[src/sv/acep_pkg.sv]
// acep_pkg: shared constants, types and lookup functions of the ANSI CSI parser.
// No dependencies; the design files refer to it by scoped names, and the bench imports it.
package acep_pkg;

    localparam int MAX_ARGS_DEF  = 8;
    localparam int ARG_WIDTH_DEF = 16;

    localparam int CHAR_W    = 8;
    localparam int CMD_W     = 4;
    localparam int FIELD_W   = 16;
    localparam int RGB_W     = 24;
    localparam int CFG_IDX_W = 2;

    // configuration register indexes
    localparam logic [CFG_IDX_W-1:0] CFG_DEF_FG = 2'd0;
    localparam logic [CFG_IDX_W-1:0] CFG_DEF_BG = 2'd1;

    localparam logic [RGB_W-1:0] DEF_FG_RESET = 24'hAAAAAA;
    localparam logic [RGB_W-1:0] DEF_BG_RESET = 24'h000000;

    // characters of interest
    localparam logic [CHAR_W-1:0] CH_ESC   = 8'h1B;
    localparam logic [CHAR_W-1:0] CH_LBR   = 8'h5B;   // '['
    localparam logic [CHAR_W-1:0] CH_SEMI  = 8'h3B;   // ';'
    localparam logic [CHAR_W-1:0] CH_ZERO  = 8'h30;   // '0'
    localparam logic [CHAR_W-1:0] CH_NINE  = 8'h39;   // '9'
    localparam logic [CHAR_W-1:0] CH_UP    = 8'h41;   // 'A'
    localparam logic [CHAR_W-1:0] CH_DOWN  = 8'h42;   // 'B'
    localparam logic [CHAR_W-1:0] CH_FWD   = 8'h43;   // 'C'
    localparam logic [CHAR_W-1:0] CH_BACK  = 8'h44;   // 'D'
    localparam logic [CHAR_W-1:0] CH_POS   = 8'h48;   // 'H'
    localparam logic [CHAR_W-1:0] CH_POS_F = 8'h66;   // 'f'
    localparam logic [CHAR_W-1:0] CH_ED    = 8'h4A;   // 'J'
    localparam logic [CHAR_W-1:0] CH_EL    = 8'h4B;   // 'K'
    localparam logic [CHAR_W-1:0] CH_SGR   = 8'h6D;   // 'm'

    typedef enum logic [CMD_W-1:0] {
        CMD_PRINT    = 4'd0,
        CMD_UP       = 4'd1,
        CMD_DOWN     = 4'd2,
        CMD_FORWARD  = 4'd3,
        CMD_BACK     = 4'd4,
        CMD_POSITION = 4'd5,
        CMD_ERASE_D  = 4'd6,
        CMD_ERASE_L  = 4'd7,
        CMD_COLORS   = 4'd8
    } cmd_t;

    typedef struct packed {
        logic known;
        cmd_t kind;
    } final_t;

    // controller -> datapath
    typedef struct packed {
        logic latch_byte;
        logic param_clear;
        logic param_digit;
        logic param_semi;
        logic param_commit;
        logic color_reset;
        logic walk_start;
        logic walk_step;
        logic emit_load;
        logic emit_print;
    } dp_cmd_t;

    // datapath -> controller
    typedef struct packed {
        logic is_esc;
        logic is_lbr;
        logic is_digit;
        logic is_semi;
        logic final_known;
        logic final_colors;
        logic total_zero;
        logic walk_last;
        logic out_free;
    } dp_status_t;

    typedef struct packed {
        cmd_t                command;
        logic [CHAR_W-1:0]   char_out;
        logic [FIELD_W-1:0]  move_count;
        logic [FIELD_W-1:0]  target_row;
        logic [FIELD_W-1:0]  target_col;
        logic [FIELD_W-1:0]  erase_mode;
        logic [RGB_W-1:0]    fg_color;
        logic [RGB_W-1:0]    bg_color;
    } result_t;

    function automatic final_t final_decode(input logic [CHAR_W-1:0] c);
        final_t f;
        f.known = 1'b1;
        f.kind  = CMD_PRINT;
        unique case (c)
            CH_UP:            f.kind = CMD_UP;
            CH_DOWN:          f.kind = CMD_DOWN;
            CH_FWD:           f.kind = CMD_FORWARD;
            CH_BACK:          f.kind = CMD_BACK;
            CH_POS, CH_POS_F: f.kind = CMD_POSITION;
            CH_ED:            f.kind = CMD_ERASE_D;
            CH_EL:            f.kind = CMD_ERASE_L;
            CH_SGR:           f.kind = CMD_COLORS;
            default:          f.known = 1'b0;
        endcase
        return f;
    endfunction

    function automatic logic [RGB_W-1:0] pal_normal(input logic [2:0] i);
        logic [RGB_W-1:0] rgb;
        case (i)
            3'd0:    rgb = 24'h000000;
            3'd1:    rgb = 24'hAA0000;
            3'd2:    rgb = 24'h00AA00;
            3'd3:    rgb = 24'hAA5500;
            3'd4:    rgb = 24'h0000AA;
            3'd5:    rgb = 24'hAA00AA;
            3'd6:    rgb = 24'h00AAAA;
            default: rgb = 24'hAAAAAA;
        endcase
        return rgb;
    endfunction

    function automatic logic [RGB_W-1:0] pal_bright(input logic [2:0] i);
        logic [RGB_W-1:0] rgb;
        case (i)
            3'd0:    rgb = 24'h555555;
            3'd1:    rgb = 24'hFF5555;
            3'd2:    rgb = 24'h55FF55;
            3'd3:    rgb = 24'hFFFF55;
            3'd4:    rgb = 24'h5555FF;
            3'd5:    rgb = 24'hFF55FF;
            3'd6:    rgb = 24'h55FFFF;
            default: rgb = 24'hFFFFFF;
        endcase
        return rgb;
    endfunction

endpackage

[src/sv/acep_byte_if.sv]
// acep_byte_if: valid/ready channel carrying one terminal byte per request.
// Depends on acep_pkg for the byte width.
interface acep_byte_if;
    logic                        valid;
    logic                        ready;
    logic [acep_pkg::CHAR_W-1:0] char_in;

    modport source (output valid, output char_in, input ready);
    modport sink   (input valid, input char_in, output ready);
endinterface

[src/sv/acep_result_if.sv]
// acep_result_if: valid/ready channel carrying one console command per request.
// Depends on acep_pkg for the field widths.
interface acep_result_if;
    logic                         valid;
    logic                         ready;
    logic [acep_pkg::CMD_W-1:0]   command;
    logic [acep_pkg::CHAR_W-1:0]  char_out;
    logic [acep_pkg::FIELD_W-1:0] move_count;
    logic [acep_pkg::FIELD_W-1:0] target_row;
    logic [acep_pkg::FIELD_W-1:0] target_col;
    logic [acep_pkg::FIELD_W-1:0] erase_mode;
    logic [acep_pkg::RGB_W-1:0]   fg_color;
    logic [acep_pkg::RGB_W-1:0]   bg_color;

    modport source (output valid, output command, output char_out, output move_count,
                    output target_row, output target_col, output erase_mode,
                    output fg_color, output bg_color, input ready);
    modport sink   (input valid, input command, input char_out, input move_count,
                    input target_row, input target_col, input erase_mode,
                    input fg_color, input bg_color, output ready);
endinterface

[src/sv/acep_cfg_if.sv]
// acep_cfg_if: configuration write channel (register index and write data).
// Depends on acep_pkg for the index and data widths.
interface acep_cfg_if;
    logic                           valid;
    logic                           ready;
    logic [acep_pkg::CFG_IDX_W-1:0] index;
    logic [acep_pkg::RGB_W-1:0]     wdata;

    modport source (output valid, output index, output wdata, input ready);
    modport sink   (input valid, input index, input wdata, output ready);
endinterface

[src/sv/acep_ctrl.sv]
// acep_ctrl: controller FSM of the parser; tracks the escape phase and sequences
// parse, decode, SGR walk and emit. Depends on acep_pkg (command/status structs).
module acep_ctrl (
    input  logic                 clk,
    input  logic                 rst_n,
    input  logic                 in_valid,
    output logic                 in_ready,
    output acep_pkg::dp_cmd_t    cmd,
    input  acep_pkg::dp_status_t status
);

    typedef enum logic [4:0] {
        ST_IDLE   = 5'b00001,
        ST_PARSE  = 5'b00010,
        ST_DECODE = 5'b00100,
        ST_WALK   = 5'b01000,
        ST_EMIT   = 5'b10000
    } state_t;

    typedef enum logic [2:0] {
        PH_NORMAL = 3'b001,
        PH_ESC    = 3'b010,
        PH_CSI    = 3'b100
    } phase_t;

    state_t state_reg, state_next;
    phase_t phase_reg, phase_next;
    logic   print_reg, print_next;

    always_ff @(posedge clk or negedge rst_n)
    begin
        if (!rst_n)
        begin
            state_reg <= ST_IDLE;
            phase_reg <= PH_NORMAL;
            print_reg <= 1'b0;
        end
        else
        begin
            state_reg <= state_next;
            phase_reg <= phase_next;
            print_reg <= print_next;
        end
    end

    assign in_ready = (state_reg == ST_IDLE);

    always_comb
    begin
        state_next = state_reg;
        phase_next = phase_reg;
        print_next = print_reg;
        cmd        = '0;
        unique case (state_reg)
            ST_IDLE:
            begin
                cmd.latch_byte = in_valid;
                if (in_valid)
                begin
                    state_next = ST_PARSE;
                end
            end
            ST_PARSE:
            begin
                state_next = ST_IDLE;
                print_next = 1'b0;
                unique case (phase_reg)
                    PH_NORMAL:
                    begin
                        if (status.is_esc)
                        begin
                            phase_next = PH_ESC;
                        end
                        else
                        begin
                            print_next = 1'b1;
                            state_next = ST_EMIT;
                        end
                    end
                    PH_ESC:
                    begin
                        if (status.is_lbr)
                        begin
                            cmd.param_clear = 1'b1;
                            phase_next      = PH_CSI;
                        end
                        else
                        begin
                            phase_next = PH_NORMAL;
                        end
                    end
                    PH_CSI:
                    begin
                        if (status.is_digit)
                        begin
                            cmd.param_digit = 1'b1;
                        end
                        else if (status.is_semi)
                        begin
                            cmd.param_semi = 1'b1;
                        end
                        else
                        begin
                            cmd.param_commit = 1'b1;
                            phase_next       = PH_NORMAL;
                            if (status.final_known)
                            begin
                                state_next = ST_DECODE;
                            end
                        end
                    end
                    default:
                    begin
                        phase_next = PH_NORMAL;
                    end
                endcase
            end
            ST_DECODE:
            begin
                state_next = ST_EMIT;
                if (status.final_colors)
                begin
                    if (status.total_zero)
                    begin
                        cmd.color_reset = 1'b1;
                    end
                    else
                    begin
                        cmd.walk_start = 1'b1;
                        state_next     = ST_WALK;
                    end
                end
            end
            ST_WALK:
            begin
                cmd.walk_step = 1'b1;
                if (status.walk_last)
                begin
                    state_next = ST_EMIT;
                end
            end
            ST_EMIT:
            begin
                cmd.emit_print = print_reg;
                if (status.out_free)
                begin
                    cmd.emit_load = 1'b1;
                    state_next    = ST_IDLE;
                end
            end
            default:
            begin
                state_next = ST_IDLE;
            end
        endcase
    end

endmodule

[src/sv/acep_datapath.sv]
// acep_datapath: byte register, parameter accumulator and registers, color state,
// default color registers and output register. Depends on acep_pkg.
module acep_datapath #(
    parameter int MAX_ARGS  = acep_pkg::MAX_ARGS_DEF,
    parameter int ARG_WIDTH = acep_pkg::ARG_WIDTH_DEF
) (
    input  logic                           clk,
    input  logic                           rst_n,
    input  acep_pkg::dp_cmd_t              cmd,
    output acep_pkg::dp_status_t           status,
    input  logic [acep_pkg::CHAR_W-1:0]    char_in,
    input  logic                           cfg_we,
    input  logic [acep_pkg::CFG_IDX_W-1:0] cfg_index,
    input  logic [acep_pkg::RGB_W-1:0]     cfg_wdata,
    input  logic                           out_ready,
    output logic                           out_valid,
    output acep_pkg::result_t              result
);

    localparam int TW        = $clog2(MAX_ARGS + 1);
    localparam int IW        = (MAX_ARGS > 1) ? $clog2(MAX_ARGS) : 1;
    localparam int SemiFirst = (MAX_ARGS >= 2) ? 2 : 1;
    localparam int SecIdx    = (MAX_ARGS >= 2) ? 1 : 0;
    localparam int AWX       = ARG_WIDTH + 4;

    logic [acep_pkg::CHAR_W-1:0] byte_reg;
    logic [ARG_WIDTH-1:0]        acc_reg, acc_next;
    logic [ARG_WIDTH-1:0]        slot_reg [MAX_ARGS];
    logic [TW-1:0]               total_reg, total_next;
    logic [IW-1:0]               walk_reg, walk_next;
    logic [acep_pkg::RGB_W-1:0]  def_fg_reg, def_bg_reg;
    logic [acep_pkg::RGB_W-1:0]  fg_reg, fg_next, bg_reg, bg_next;
    logic                        bold_reg, bold_next;
    logic                        out_valid_reg;
    acep_pkg::result_t           result_reg, result_next;

    acep_pkg::final_t     fin;
    logic [3:0]           digit;
    logic [AWX-1:0]       acc_wide;
    logic [ARG_WIDTH-1:0] acc_sat;
    logic [TW-1:0]        total_m1;
    logic                 total_zero;
    logic                 semi_takes;
    logic                 slot_we;
    logic [IW-1:0]        slot_widx;
    logic [ARG_WIDTH-1:0] sgr_p;
    logic [ARG_WIDTH-1:0] off30, off40, off90, off100;
    logic [ARG_WIDTH-1:0] a0, a1, a0_eff, a1_eff;
    logic                 a0_ok, a1_ok;

    // ---------------- classification ----------------
    assign fin        = acep_pkg::final_decode(byte_reg);
    assign digit      = 4'(byte_reg - acep_pkg::CH_ZERO);
    assign total_zero = (total_reg == '0);
    assign total_m1   = total_reg - TW'(1);

    assign status.is_esc       = (byte_reg == acep_pkg::CH_ESC);
    assign status.is_lbr       = (byte_reg == acep_pkg::CH_LBR);
    assign status.is_digit     = (byte_reg >= acep_pkg::CH_ZERO) &&
                                 (byte_reg <= acep_pkg::CH_NINE);
    assign status.is_semi      = (byte_reg == acep_pkg::CH_SEMI);
    assign status.final_known  = fin.known;
    assign status.final_colors = (fin.kind == acep_pkg::CMD_COLORS);
    assign status.total_zero   = total_zero;
    assign status.walk_last    = ((32'(walk_reg) + 32'd1) == 32'(total_reg));
    assign status.out_free     = !out_valid_reg || out_ready;

    // ---------------- parameter accumulation ----------------
    // acc * 10 + digit, saturating at the top of the argument range
    assign acc_wide = (AWX'(acc_reg) << 3) + (AWX'(acc_reg) << 1) + AWX'(digit);
    assign acc_sat  = (|acc_wide[AWX-1:ARG_WIDTH]) ? '1 : acc_wide[ARG_WIDTH-1:0];

    assign semi_takes = total_zero || (32'(total_reg) < MAX_ARGS);
    assign slot_we    = (cmd.param_semi && semi_takes) || (cmd.param_commit && !total_zero);
    assign slot_widx  = total_zero ? '0 : total_m1[IW-1:0];

    always_comb
    begin
        acc_next   = acc_reg;
        total_next = total_reg;
        if (cmd.param_clear)
        begin
            acc_next   = '0;
            total_next = '0;
        end
        else if (cmd.param_digit)
        begin
            acc_next = acc_sat;
            if (total_zero)
            begin
                total_next = TW'(1);
            end
        end
        else if (cmd.param_semi && semi_takes)
        begin
            acc_next   = '0;
            total_next = total_zero ? TW'(SemiFirst) : total_reg + TW'(1);
        end
    end

    always_comb
    begin
        walk_next = walk_reg;
        if (cmd.walk_start)
        begin
            walk_next = '0;
        end
        else if (cmd.walk_step)
        begin
            walk_next = walk_reg + IW'(1);
        end
    end

    // ---------------- SGR walk ----------------
    assign sgr_p  = slot_reg[walk_reg];
    assign off30  = sgr_p - ARG_WIDTH'(30);
    assign off40  = sgr_p - ARG_WIDTH'(40);
    assign off90  = sgr_p - ARG_WIDTH'(90);
    assign off100 = sgr_p - ARG_WIDTH'(100);

    always_comb
    begin
        fg_next   = fg_reg;
        bg_next   = bg_reg;
        bold_next = bold_reg;
        if (cmd.color_reset)
        begin
            fg_next   = def_fg_reg;
            bg_next   = def_bg_reg;
            bold_next = 1'b0;
        end
        else if (cmd.walk_step)
        begin
            if (sgr_p == '0)
            begin
                fg_next   = def_fg_reg;
                bg_next   = def_bg_reg;
                bold_next = 1'b0;
            end
            else if (sgr_p == ARG_WIDTH'(1))
            begin
                bold_next = 1'b1;
            end
            else if (sgr_p >= ARG_WIDTH'(30) && sgr_p <= ARG_WIDTH'(37))
            begin
                fg_next = bold_reg ? acep_pkg::pal_bright(off30[2:0])
                                   : acep_pkg::pal_normal(off30[2:0]);
            end
            else if (sgr_p == ARG_WIDTH'(39))
            begin
                fg_next = def_fg_reg;
            end
            else if (sgr_p >= ARG_WIDTH'(40) && sgr_p <= ARG_WIDTH'(47))
            begin
                bg_next = acep_pkg::pal_normal(off40[2:0]);
            end
            else if (sgr_p == ARG_WIDTH'(49))
            begin
                bg_next = def_bg_reg;
            end
            else if (sgr_p >= ARG_WIDTH'(90) && sgr_p <= ARG_WIDTH'(97))
            begin
                fg_next = acep_pkg::pal_bright(off90[2:0]);
            end
            else if (sgr_p >= ARG_WIDTH'(100) && sgr_p <= ARG_WIDTH'(107))
            begin
                bg_next = acep_pkg::pal_bright(off100[2:0]);
            end
        end
    end

    // ---------------- result assembly ----------------
    assign a0     = slot_reg[0];
    assign a1     = slot_reg[SecIdx];
    assign a0_ok  = !total_zero && (a0 != '0);
    assign a1_ok  = (MAX_ARGS >= 2) && (32'(total_reg) >= 32'd2) && (a1 != '0);
    assign a0_eff = a0_ok ? a0 : ARG_WIDTH'(1);
    assign a1_eff = a1_ok ? a1 : ARG_WIDTH'(1);

    always_comb
    begin
        result_next          = '0;
        result_next.fg_color = fg_reg;
        result_next.bg_color = bg_reg;
        if (cmd.emit_print)
        begin
            result_next.command  = acep_pkg::CMD_PRINT;
            result_next.char_out = byte_reg;
        end
        else
        begin
            result_next.command = fin.kind;
            case (fin.kind)
                acep_pkg::CMD_UP, acep_pkg::CMD_DOWN,
                acep_pkg::CMD_FORWARD, acep_pkg::CMD_BACK:
                begin
                    result_next.move_count = acep_pkg::FIELD_W'(a0_eff);
                end
                acep_pkg::CMD_POSITION:
                begin
                    result_next.target_row = acep_pkg::FIELD_W'(a0_eff - ARG_WIDTH'(1));
                    result_next.target_col = acep_pkg::FIELD_W'(a1_eff - ARG_WIDTH'(1));
                end
                acep_pkg::CMD_ERASE_D, acep_pkg::CMD_ERASE_L:
                begin
                    result_next.erase_mode = a0_ok ? acep_pkg::FIELD_W'(a0) : '0;
                end
                default:
                begin
                    result_next.move_count = '0;
                end
            endcase
        end
    end

    // ---------------- registers ----------------
    always_ff @(posedge clk or negedge rst_n)
    begin
        if (!rst_n)
        begin
            acc_reg       <= '0;
            total_reg     <= '0;
            walk_reg      <= '0;
            def_fg_reg    <= acep_pkg::DEF_FG_RESET;
            def_bg_reg    <= acep_pkg::DEF_BG_RESET;
            fg_reg        <= acep_pkg::DEF_FG_RESET;
            bg_reg        <= acep_pkg::DEF_BG_RESET;
            bold_reg      <= 1'b0;
            out_valid_reg <= 1'b0;
        end
        else
        begin
            acc_reg   <= acc_next;
            total_reg <= total_next;
            walk_reg  <= walk_next;
            fg_reg    <= fg_next;
            bg_reg    <= bg_next;
            bold_reg  <= bold_next;
            if (cfg_we && cfg_index == acep_pkg::CFG_DEF_FG)
            begin
                def_fg_reg <= cfg_wdata;
            end
            if (cfg_we && cfg_index == acep_pkg::CFG_DEF_BG)
            begin
                def_bg_reg <= cfg_wdata;
            end
            if (cmd.emit_load)
            begin
                out_valid_reg <= 1'b1;
            end
            else if (out_ready)
            begin
                out_valid_reg <= 1'b0;
            end
        end
    end

    always_ff @(posedge clk)
    begin
        if (cmd.latch_byte)
        begin
            byte_reg <= char_in;
        end
        if (slot_we)
        begin
            slot_reg[slot_widx] <= acc_reg;
        end
        if (cmd.emit_load)
        begin
            result_reg <= result_next;
        end
    end

    assign out_valid = out_valid_reg;
    assign result    = result_reg;

endmodule

[src/sv/ansi_csi_escape_parser_top.sv]
// ansi_csi_escape_parser_top: top level of the ANSI CSI escape parser with SGR colors.
// Depends on acep_pkg, the three channel interfaces, acep_ctrl and acep_datapath.
//
//   channel  modport  request
//   -------  -------  -------------------------------------------------------------
//   bytes    sink     char_in: one byte of the terminal stream
//   actions  source   command, char_out, move_count, target_row/col, erase_mode, colors
//   cfg      sink     index 0 default foreground, index 1 default background
//
// Each byte is latched and parsed; ESC, '[', digits, ';' and anything dropped stop there.
// A printed byte then goes to emit, a cursor, position or erase final to decode and emit,
// an SGR final to decode, a walk of one parameter register per cycle (if any), and emit.
// Reset (rst_n low, asynchronous) returns the parser to normal text, clears the
// parameter count and loads default colors; no clearing pass is needed.
// A stalled result sits in the output register; the next byte is still taken, and
// the parser waits in its emit step only if that byte yields a result too.
// Configuration writes are always accepted.
module ansi_csi_escape_parser_top #(
    parameter int MAX_ARGS  = acep_pkg::MAX_ARGS_DEF,
    parameter int ARG_WIDTH = acep_pkg::ARG_WIDTH_DEF
) (
    input logic          clk,
    input logic          rst_n,
    acep_byte_if.sink    bytes,
    acep_result_if.source actions,
    acep_cfg_if.sink     cfg
);

    acep_pkg::dp_cmd_t    dp_cmd;
    acep_pkg::dp_status_t dp_status;
    acep_pkg::result_t    result;
    logic                 in_ready;
    logic                 out_valid;

    // FSM: escape phase and step sequencing
    acep_ctrl u_ctrl (
        .clk      (clk),
        .rst_n    (rst_n),
        .in_valid (bytes.valid),
        .in_ready (in_ready),
        .cmd      (dp_cmd),
        .status   (dp_status)
    );

    // parameters, colors, output register
    acep_datapath #(
        .MAX_ARGS  (MAX_ARGS),
        .ARG_WIDTH (ARG_WIDTH)
    ) u_datapath (
        .clk       (clk),
        .rst_n     (rst_n),
        .cmd       (dp_cmd),
        .status    (dp_status),
        .char_in   (bytes.char_in),
        .cfg_we    (cfg.valid),
        .cfg_index (cfg.index),
        .cfg_wdata (cfg.wdata),
        .out_ready (actions.ready),
        .out_valid (out_valid),
        .result    (result)
    );

    assign bytes.ready = in_ready;
    assign cfg.ready   = 1'b1;

    assign actions.valid      = out_valid;
    assign actions.command    = result.command;
    assign actions.char_out   = result.char_out;
    assign actions.move_count = result.move_count;
    assign actions.target_row = result.target_row;
    assign actions.target_col = result.target_col;
    assign actions.erase_mode = result.erase_mode;
    assign actions.fg_color   = result.fg_color;
    assign actions.bg_color   = result.bg_color;

endmodule

[src/flat_wrapper.sv]
// flat-port wrapper written by rule: the top's interface ports become plain ports
module ansi_csi_escape_parser_top_flat 
#(
    parameter int MAX_ARGS  = acep_pkg::MAX_ARGS_DEF,
    parameter int ARG_WIDTH = acep_pkg::ARG_WIDTH_DEF
)
  (clk, rst_n, bytes_valid, bytes_char_in, bytes_ready, actions_valid, actions_command, actions_char_out, actions_move_count, actions_target_row, actions_target_col, actions_erase_mode, actions_fg_color, actions_bg_color, actions_ready, cfg_valid, cfg_index, cfg_wdata, cfg_ready);
  acep_byte_if bytes_i ();
  acep_result_if actions_i ();
  acep_cfg_if cfg_i ();
  input logic clk;
  input logic rst_n;
  input wire logic [$bits(bytes_i.valid)-1:0] bytes_valid;
  input wire logic [$bits(bytes_i.char_in)-1:0] bytes_char_in;
  output wire logic [$bits(bytes_i.ready)-1:0] bytes_ready;
  output wire logic [$bits(actions_i.valid)-1:0] actions_valid;
  output wire logic [$bits(actions_i.command)-1:0] actions_command;
  output wire logic [$bits(actions_i.char_out)-1:0] actions_char_out;
  output wire logic [$bits(actions_i.move_count)-1:0] actions_move_count;
  output wire logic [$bits(actions_i.target_row)-1:0] actions_target_row;
  output wire logic [$bits(actions_i.target_col)-1:0] actions_target_col;
  output wire logic [$bits(actions_i.erase_mode)-1:0] actions_erase_mode;
  output wire logic [$bits(actions_i.fg_color)-1:0] actions_fg_color;
  output wire logic [$bits(actions_i.bg_color)-1:0] actions_bg_color;
  input wire logic [$bits(actions_i.ready)-1:0] actions_ready;
  input wire logic [$bits(cfg_i.valid)-1:0] cfg_valid;
  input wire logic [$bits(cfg_i.index)-1:0] cfg_index;
  input wire logic [$bits(cfg_i.wdata)-1:0] cfg_wdata;
  output wire logic [$bits(cfg_i.ready)-1:0] cfg_ready;
  assign bytes_i.valid = bytes_valid;
  assign bytes_i.char_in = bytes_char_in;
  assign bytes_ready = bytes_i.ready;
  assign actions_valid = actions_i.valid;
  assign actions_command = actions_i.command;
  assign actions_char_out = actions_i.char_out;
  assign actions_move_count = actions_i.move_count;
  assign actions_target_row = actions_i.target_row;
  assign actions_target_col = actions_i.target_col;
  assign actions_erase_mode = actions_i.erase_mode;
  assign actions_fg_color = actions_i.fg_color;
  assign actions_bg_color = actions_i.bg_color;
  assign actions_i.ready = actions_ready;
  assign cfg_i.valid = cfg_valid;
  assign cfg_i.index = cfg_index;
  assign cfg_i.wdata = cfg_wdata;
  assign cfg_ready = cfg_i.ready;
  ansi_csi_escape_parser_top #(.MAX_ARGS(MAX_ARGS), .ARG_WIDTH(ARG_WIDTH)) u_core (.clk(clk), .rst_n(rst_n), .bytes(bytes_i), .actions(actions_i), .cfg(cfg_i));
endmodule
[config.mk]
export PLATFORM = sky130hd
export DESIGN_NAME = ansi_csi_escape_parser_top_flat
export DESIGN_NICKNAME = d
export VERILOG_FILES = /design/src/sv/acep_pkg.sv /design/src/sv/acep_byte_if.sv /design/src/sv/acep_result_if.sv /design/src/sv/acep_cfg_if.sv /design/src/sv/acep_ctrl.sv /design/src/sv/acep_datapath.sv /design/src/sv/ansi_csi_escape_parser_top.sv /design/src/flat_wrapper.sv
export SDC_FILE = /design/constraint.sdc
export NUM_CORES = 1
export LEC_CHECK = 0
export BUFFER_PORTS_ARGS = -buffer_cell sky130_fd_sc_hd__buf_2
export CAP_MARGIN = 20
export CORE_ASPECT_RATIO = 1.5
export CORE_UTILIZATION = 37
export CTS_BUF_LIST = sky130_fd_sc_hd__clkbuf_8
export DETAILED_ROUTE_END_ITERATION = 8
export PLACE_DENSITY_LB_ADDON = 0.12
export SLEW_MARGIN = 20
export SYNTH_ARGS = -nofsm -noshare
export SYNTH_HDL_FRONTEND = slang
export SYNTH_SLANG_ARGS = --single-unit
[constraint.sdc]
create_clock -name clk -period 10.25 [get_ports clk]
set_input_delay 2.05 -clock clk [delete_from_list [all_inputs] [get_ports clk]]
set_output_delay 2.05 -clock clk [all_outputs]
set_load 0.005 [all_outputs]
Yosys cells after proc, flatten, opt, wreduce, memory -nomap -nowiden
Memory sizes are Yosys's and may differ from the RTL's.
Cells that the tools add are included.
{"block": "word_totals", "regBits": 262, "ram_bits": 128, "input_bits": 39, "output_inout_bits": 127, "wordCells": 250, "memories": 1}
{"block": "classes", "addsub": 13, "magnitude_cmp": 12, "eq_ne": 70, "mux": 83, "bitwise_logic": 4, "reduce_logical": 46}
{"memory": "u_core.u_datapath.slot_reg", "words": 8, "width": 16, "rd": 3, "rd_clocked_by_memory_dff": 0, "write_ports": 1, "line": "acep_datapath.sv:28", "source": "logic [ARG_WIDTH-1:0] slot_reg [MAX_ARGS];"}
{"op": "$pmux W24 S7", "n": 5}
{"op": "$mux W24", "n": 20}
{"op": "$mux W16", "n": 6}
{"op": "$eq A8 B7 Y1 const B", "n": 10}
{"op": "$mux W5", "n": 8}
{"op": "$eq A3 B3 Y1 const B", "n": 13}
{"op": "$eq A16 B6 Y1 const B", "n": 2}
{"op": "$ge A16 B7 Y1 const B", "n": 2}
{"op": "$le A16 B6 Y1 const B", "n": 2}
{"op": "$le A16 B7 Y1 const B", "n": 2}
{"op": "$pmux W4 S8", "n": 1}
{"op": "$reduce_bool A16 Y1", "n": 2}
{"op": "$sub A16 B1 Y16 const B", "n": 2}
{"op": "$eq A3 B2 Y1 const B", "n": 9}
{"op": "$mux W3", "n": 9}
{"op": "$pmux W5 S5", "n": 1}
{"op": "$mux W4", "n": 6}
{"op": "$mux W1", "n": 21}
{"op": "$add A19 B17 Y20", "n": 1}
{"op": "$add A20 B4 Y20", "n": 1}
{"op": "$eq A16 B1 Y1 const B", "n": 1}
{"op": "$eq A4 B3 Y1 const B", "n": 4}
{"op": "$ge A16 B5 Y1 const B", "n": 1}
{"op": "$ge A16 B6 Y1 const B", "n": 1}
{"op": "other kinds (51)", "n": 98}

Logic depth before layout (Yosys ltp)
An unclocked memory read counts as a cell.
{"block": "logic_depth", "depth_word": 14, "ltp_mapped": 15, "ltp_nobuf": 13}

Hierarchy
Synthesis repeated with hierarchy kept, for this count alone.
{"block": "hier_totals", "cells_unflattened": 1304, "area_unflattened_um2": 17390.4}
{"mod": "acep_datapath", "n_inst": 1, "cells_per_inst": 1227, "area_per_inst_um2": 16724.8, "seq_area_each_um2": 10865.4}
{"mod": "acep_ctrl", "n_inst": 1, "cells_per_inst": 75, "area_per_inst_um2": 654.4, "seq_area_each_um2": 227.7}
{"mod": "ansi_csi_escape_parser_top", "n_inst": 1, "cells_per_inst": 2, "area_per_inst_um2": 11.3, "seq_area_each_um2": 0.0}

Least setup slack after synthesis
OpenSTA, ideal clock, no wires.
{"block": "synth_timing", "path_type": "input port to flip-flop", "startpoint": "input port actions_ready", "endpoint": "register u_core.u_datapath.result_reg, in the netlist u_core.u_datapath.result[0] (enable)", "setup_ps": 623, "arrival_time_ps": 7585, "required_ps": 9627, "path_slack_ps": 2042, "path_stages": 2, "path_buffers": 0, "path_cell_list": "nor2b_1 nor2b_1"}
{"element": "start, declared", "line": "flat_wrapper.sv:25", "source": "input wire logic [$bits(actions_i.ready)-1:0] actions_ready;"}
{"element": "end signal, assigned", "line": "acep_datapath.sv:270", "source": "result_reg <= result_next;"}
{"element": "end, declared", "line": "acep_datapath.sv:35", "source": "acep_pkg::result_t result_reg, result_next;"}

==> flow_summary.ini <==
[run]
max_cap_violations = 0

[final_layout]
final_util = 0.436
fin_cells = 2148
drive_above_1_share = 0.248
area_growth_pct = 16.2
fillers = 4284
largest_reg_flops = 128
nNetsFinal = 1587

[clock_network]
cts_tree = done
cts.sinks = 390
clk_pin_slew_ps = 70
cts_resized = 0
cts_buffer_depth = 3
clk_latency_ps = 650
cts_hold_buffers = 0
cts_max_level = 2
post_cts_buffers = 0
cts_root_buf = clkbuf_8
cts_buffers = 59

[synthesis]
synth_seq_cells = 390
synth_top_area_cell = edfxtp_1
syn-cell-area_um2 = 17200
ys.flop_type = edfxtp_1
synth_edf_count = 260
synth_warnings = 0
syn_nets = 1390
syn_avg_cell_area_um2 = 13.1
synthArstFlopShare = 0.333
synth.cells.most_frequent = edfxtp_1 (260), dfrtp_1 (104), nand2_1 (95), nor2_1 (78), a21oi_1 (75)
yosysUniqueCellTypes = 75
yosysSeqAreaShare = 0.644
synth_top_area_share = 0.453
post-synth-top-count-cell = edfxtp_1
netlist_top_cells_area = edfxtp_1 (45%), dfrtp_1 (15%), dfstp_2 (4.0%)
netlist_instances = 1311

[setup_path]
critical_path_class = flop to flop
arrival_ps = 4680
path_cells = or4_1 -> nor4_1 -> nand2_1 -> nor4_1 -> nand2_1 -> o21a_1 -> nand2_1 -> ha_1 -> a21boi_0 -> nand2_1 -> o311ai_0 -> a21oi_1
cp_top_family = simple AND/OR/NAND/NOR gates
max_stage_delay_ps = 610
critPathSlowestCell = or4_1
path_buf_inv = 0
worst_setup_path_start_kind = flop
crit_path_end_kind = flop
required_ps = 10640
worst-path-max-fanout = 10
cp_common_cell = nand2_1

[floorplan]
chipWidth_um = 178
start_util = 0.375
die_height_um = 266
core_area_um2 = 45900
io_pins = 166
dieArea_um2 = 47400
rows = 96

[route]
vias = 11100
wl_per_cell_um = 20.4
drtIter0Drc = 582
dr.pass1.iters = 5
vias_per_cell = 5.17
drcViolationCount = 0
finalWirelength_mm = 43.7
ant_nets = 0

[power]
ir_drop_v = 0.0000876
power_density_nw_per_um2 = 162
leakagePower_nw = 7.65

[sta]
clock-skew-final_ps = 42.1
relSlewSlack = 0.276
rsz0062_at_grt = no
fin_crit_ps = 4290
setup_viol = 0
worstMarginPinSlew_ps = 1090
hold_viol_final = 0
fin_hold_ws_ps = 445
fmax_mhz = 233
slew_viol_final = 0
tns_ps = 0
finalCritPeriodShare = 0.419

[global_route]
grt_max_degree = 84
grt_overflow = 0
grt_pass1_vias = 11100
grt_pass1_wl_mm = 66.1
grt_util_all_layers = 0.185
antenna_found_initial = 1

[placement]
placed_cells = 2034
dpl.hpwl_mm = 31.4
port_buffers = 164
place_congestion = 0.851

[worst_hold_path]
hp-class = flop to flop

[run_status]
status = complete, no violations
final timing paths:
check | startpoint | to | slack (ps) | cells past startpoint
worst max register to register | u_core.u_datapath.slot_reg[1][2] | u_core.u_datapath.result[78] | 5960 | 12
worst min register to register | u_core.u_datapath.bg_reg[21] | u_core.u_datapath.result[21] | 440 | 0
max in group asynchronous | rst_n | u_core.u_datapath.walk_reg[1] | 7070 | 3
min in group asynchronous | rst_n | u_core.u_datapath.bg_reg[2] | 1360 | 1
worst max-delay path | u_core.u_datapath.slot_reg[1][2] | u_core.u_datapath.result[78] | 5960 | 12
worst min-delay path | u_core.u_datapath.bg_reg[21] | u_core.u_datapath.result[21] | 440 | 0
routing by layer:
layer / up-vias / GRT usage / part of all wire
met1: 5558 / 0.208 / 0.39
li1: 5255 / - / -
met3: 63 / 0.0238 / 0.036
met2: 232 / 0.351 / 0.55
met5: - / 0 / 0
met4: 0 / 0.0626 / 0.025
layout by cell type, fill, tap and decap left out, types with 4 or more instances in the layout:
cell type  Yosys  routed
clkbuf_8       0      74
nand4_1       11      11
a21o_1        15      15
nor2_2         0       6
nor2b_1       12      11
a22oi_1       16      16
nand3_1       33      33
dfrtp_1      104     103
mux2_1         4       4
a31oi_1        5       5
edfxtp_1     260     260
xnor2_1       18      18
o21ai_0       45      45
nor4_1        15      13
or3_1         11      11
xor2_1        13      13
o31ai_1        6       6
nand2_1       95      95
or4_1          6       6
or2_2          9       9
buf_4          3      20
o211ai_1       9       9
o21a_1         9       9
o22ai_1        4       4
and3_1        12      12
buf_2          4     163
dfstp_2       26      26
nor2_1        78      72
nor3b_1        9       8
nor3_1        28      28
mux2_2        56      56
mux4_2         7       7
and2_1        38      38
mux2i_1       64      64
inv_1         62      91
a21oi_1       75      75
ha_1          38      38
nand2b_1      11      11
report_power, final:
part | switching, W | internal [W]
combinational | 0.0000780 | 0.0000670
sequential | 0.0000457 | 0.00174
clock | 0.000610 | 0.000704
total | 0.000734 | 0.00251
final cells by class:
cell class                      instances  area, um^2  area share
Antenna cell                            1        2.50    0.000125
Clock buffer                           74        1020      0.0509
Clock inverter                         38         224      0.0112
Inverter                               62         233      0.0116
Multi-Input combinational cell        811        5710       0.285
Sequential cell                       390       11100       0.554
Tap cell                              588         736      0.0368
Timing Repair Buffer                  184         993      0.0496
metrics by stage:
| step | total power [W] | instance area (um^2) | setup slack, ps |
|---|---|---|---|
| finish | 0.00324 | 20000 | 5960 |
| global route | 0.00337 | 20000 | 5620 |
| CTS | 0.00329 | 20000 | 5980 |
| detailed placement | 0.00196 | 18700 | 5900 |
| global placement | 0.00196 | 18700 | 5960 |
| floorplan | 0.00190 | 17200 | 2040 |
logic make-up after synthesis:
family	after synthesis	share of synthesized area
adder cells (fa/ha/maj)	40	0.0299
other	1	0.000218
buffers and inverters	110	0.0272
AND/OR/NAND/NOR	386	0.115
AO/OA/AOI/OAI	222	0.0822
multiplexers	131	0.0856
XOR/XNOR	31	0.0158
flip-flops	390	0.644
Note: power is estimated with default switching activity, not from simulation.
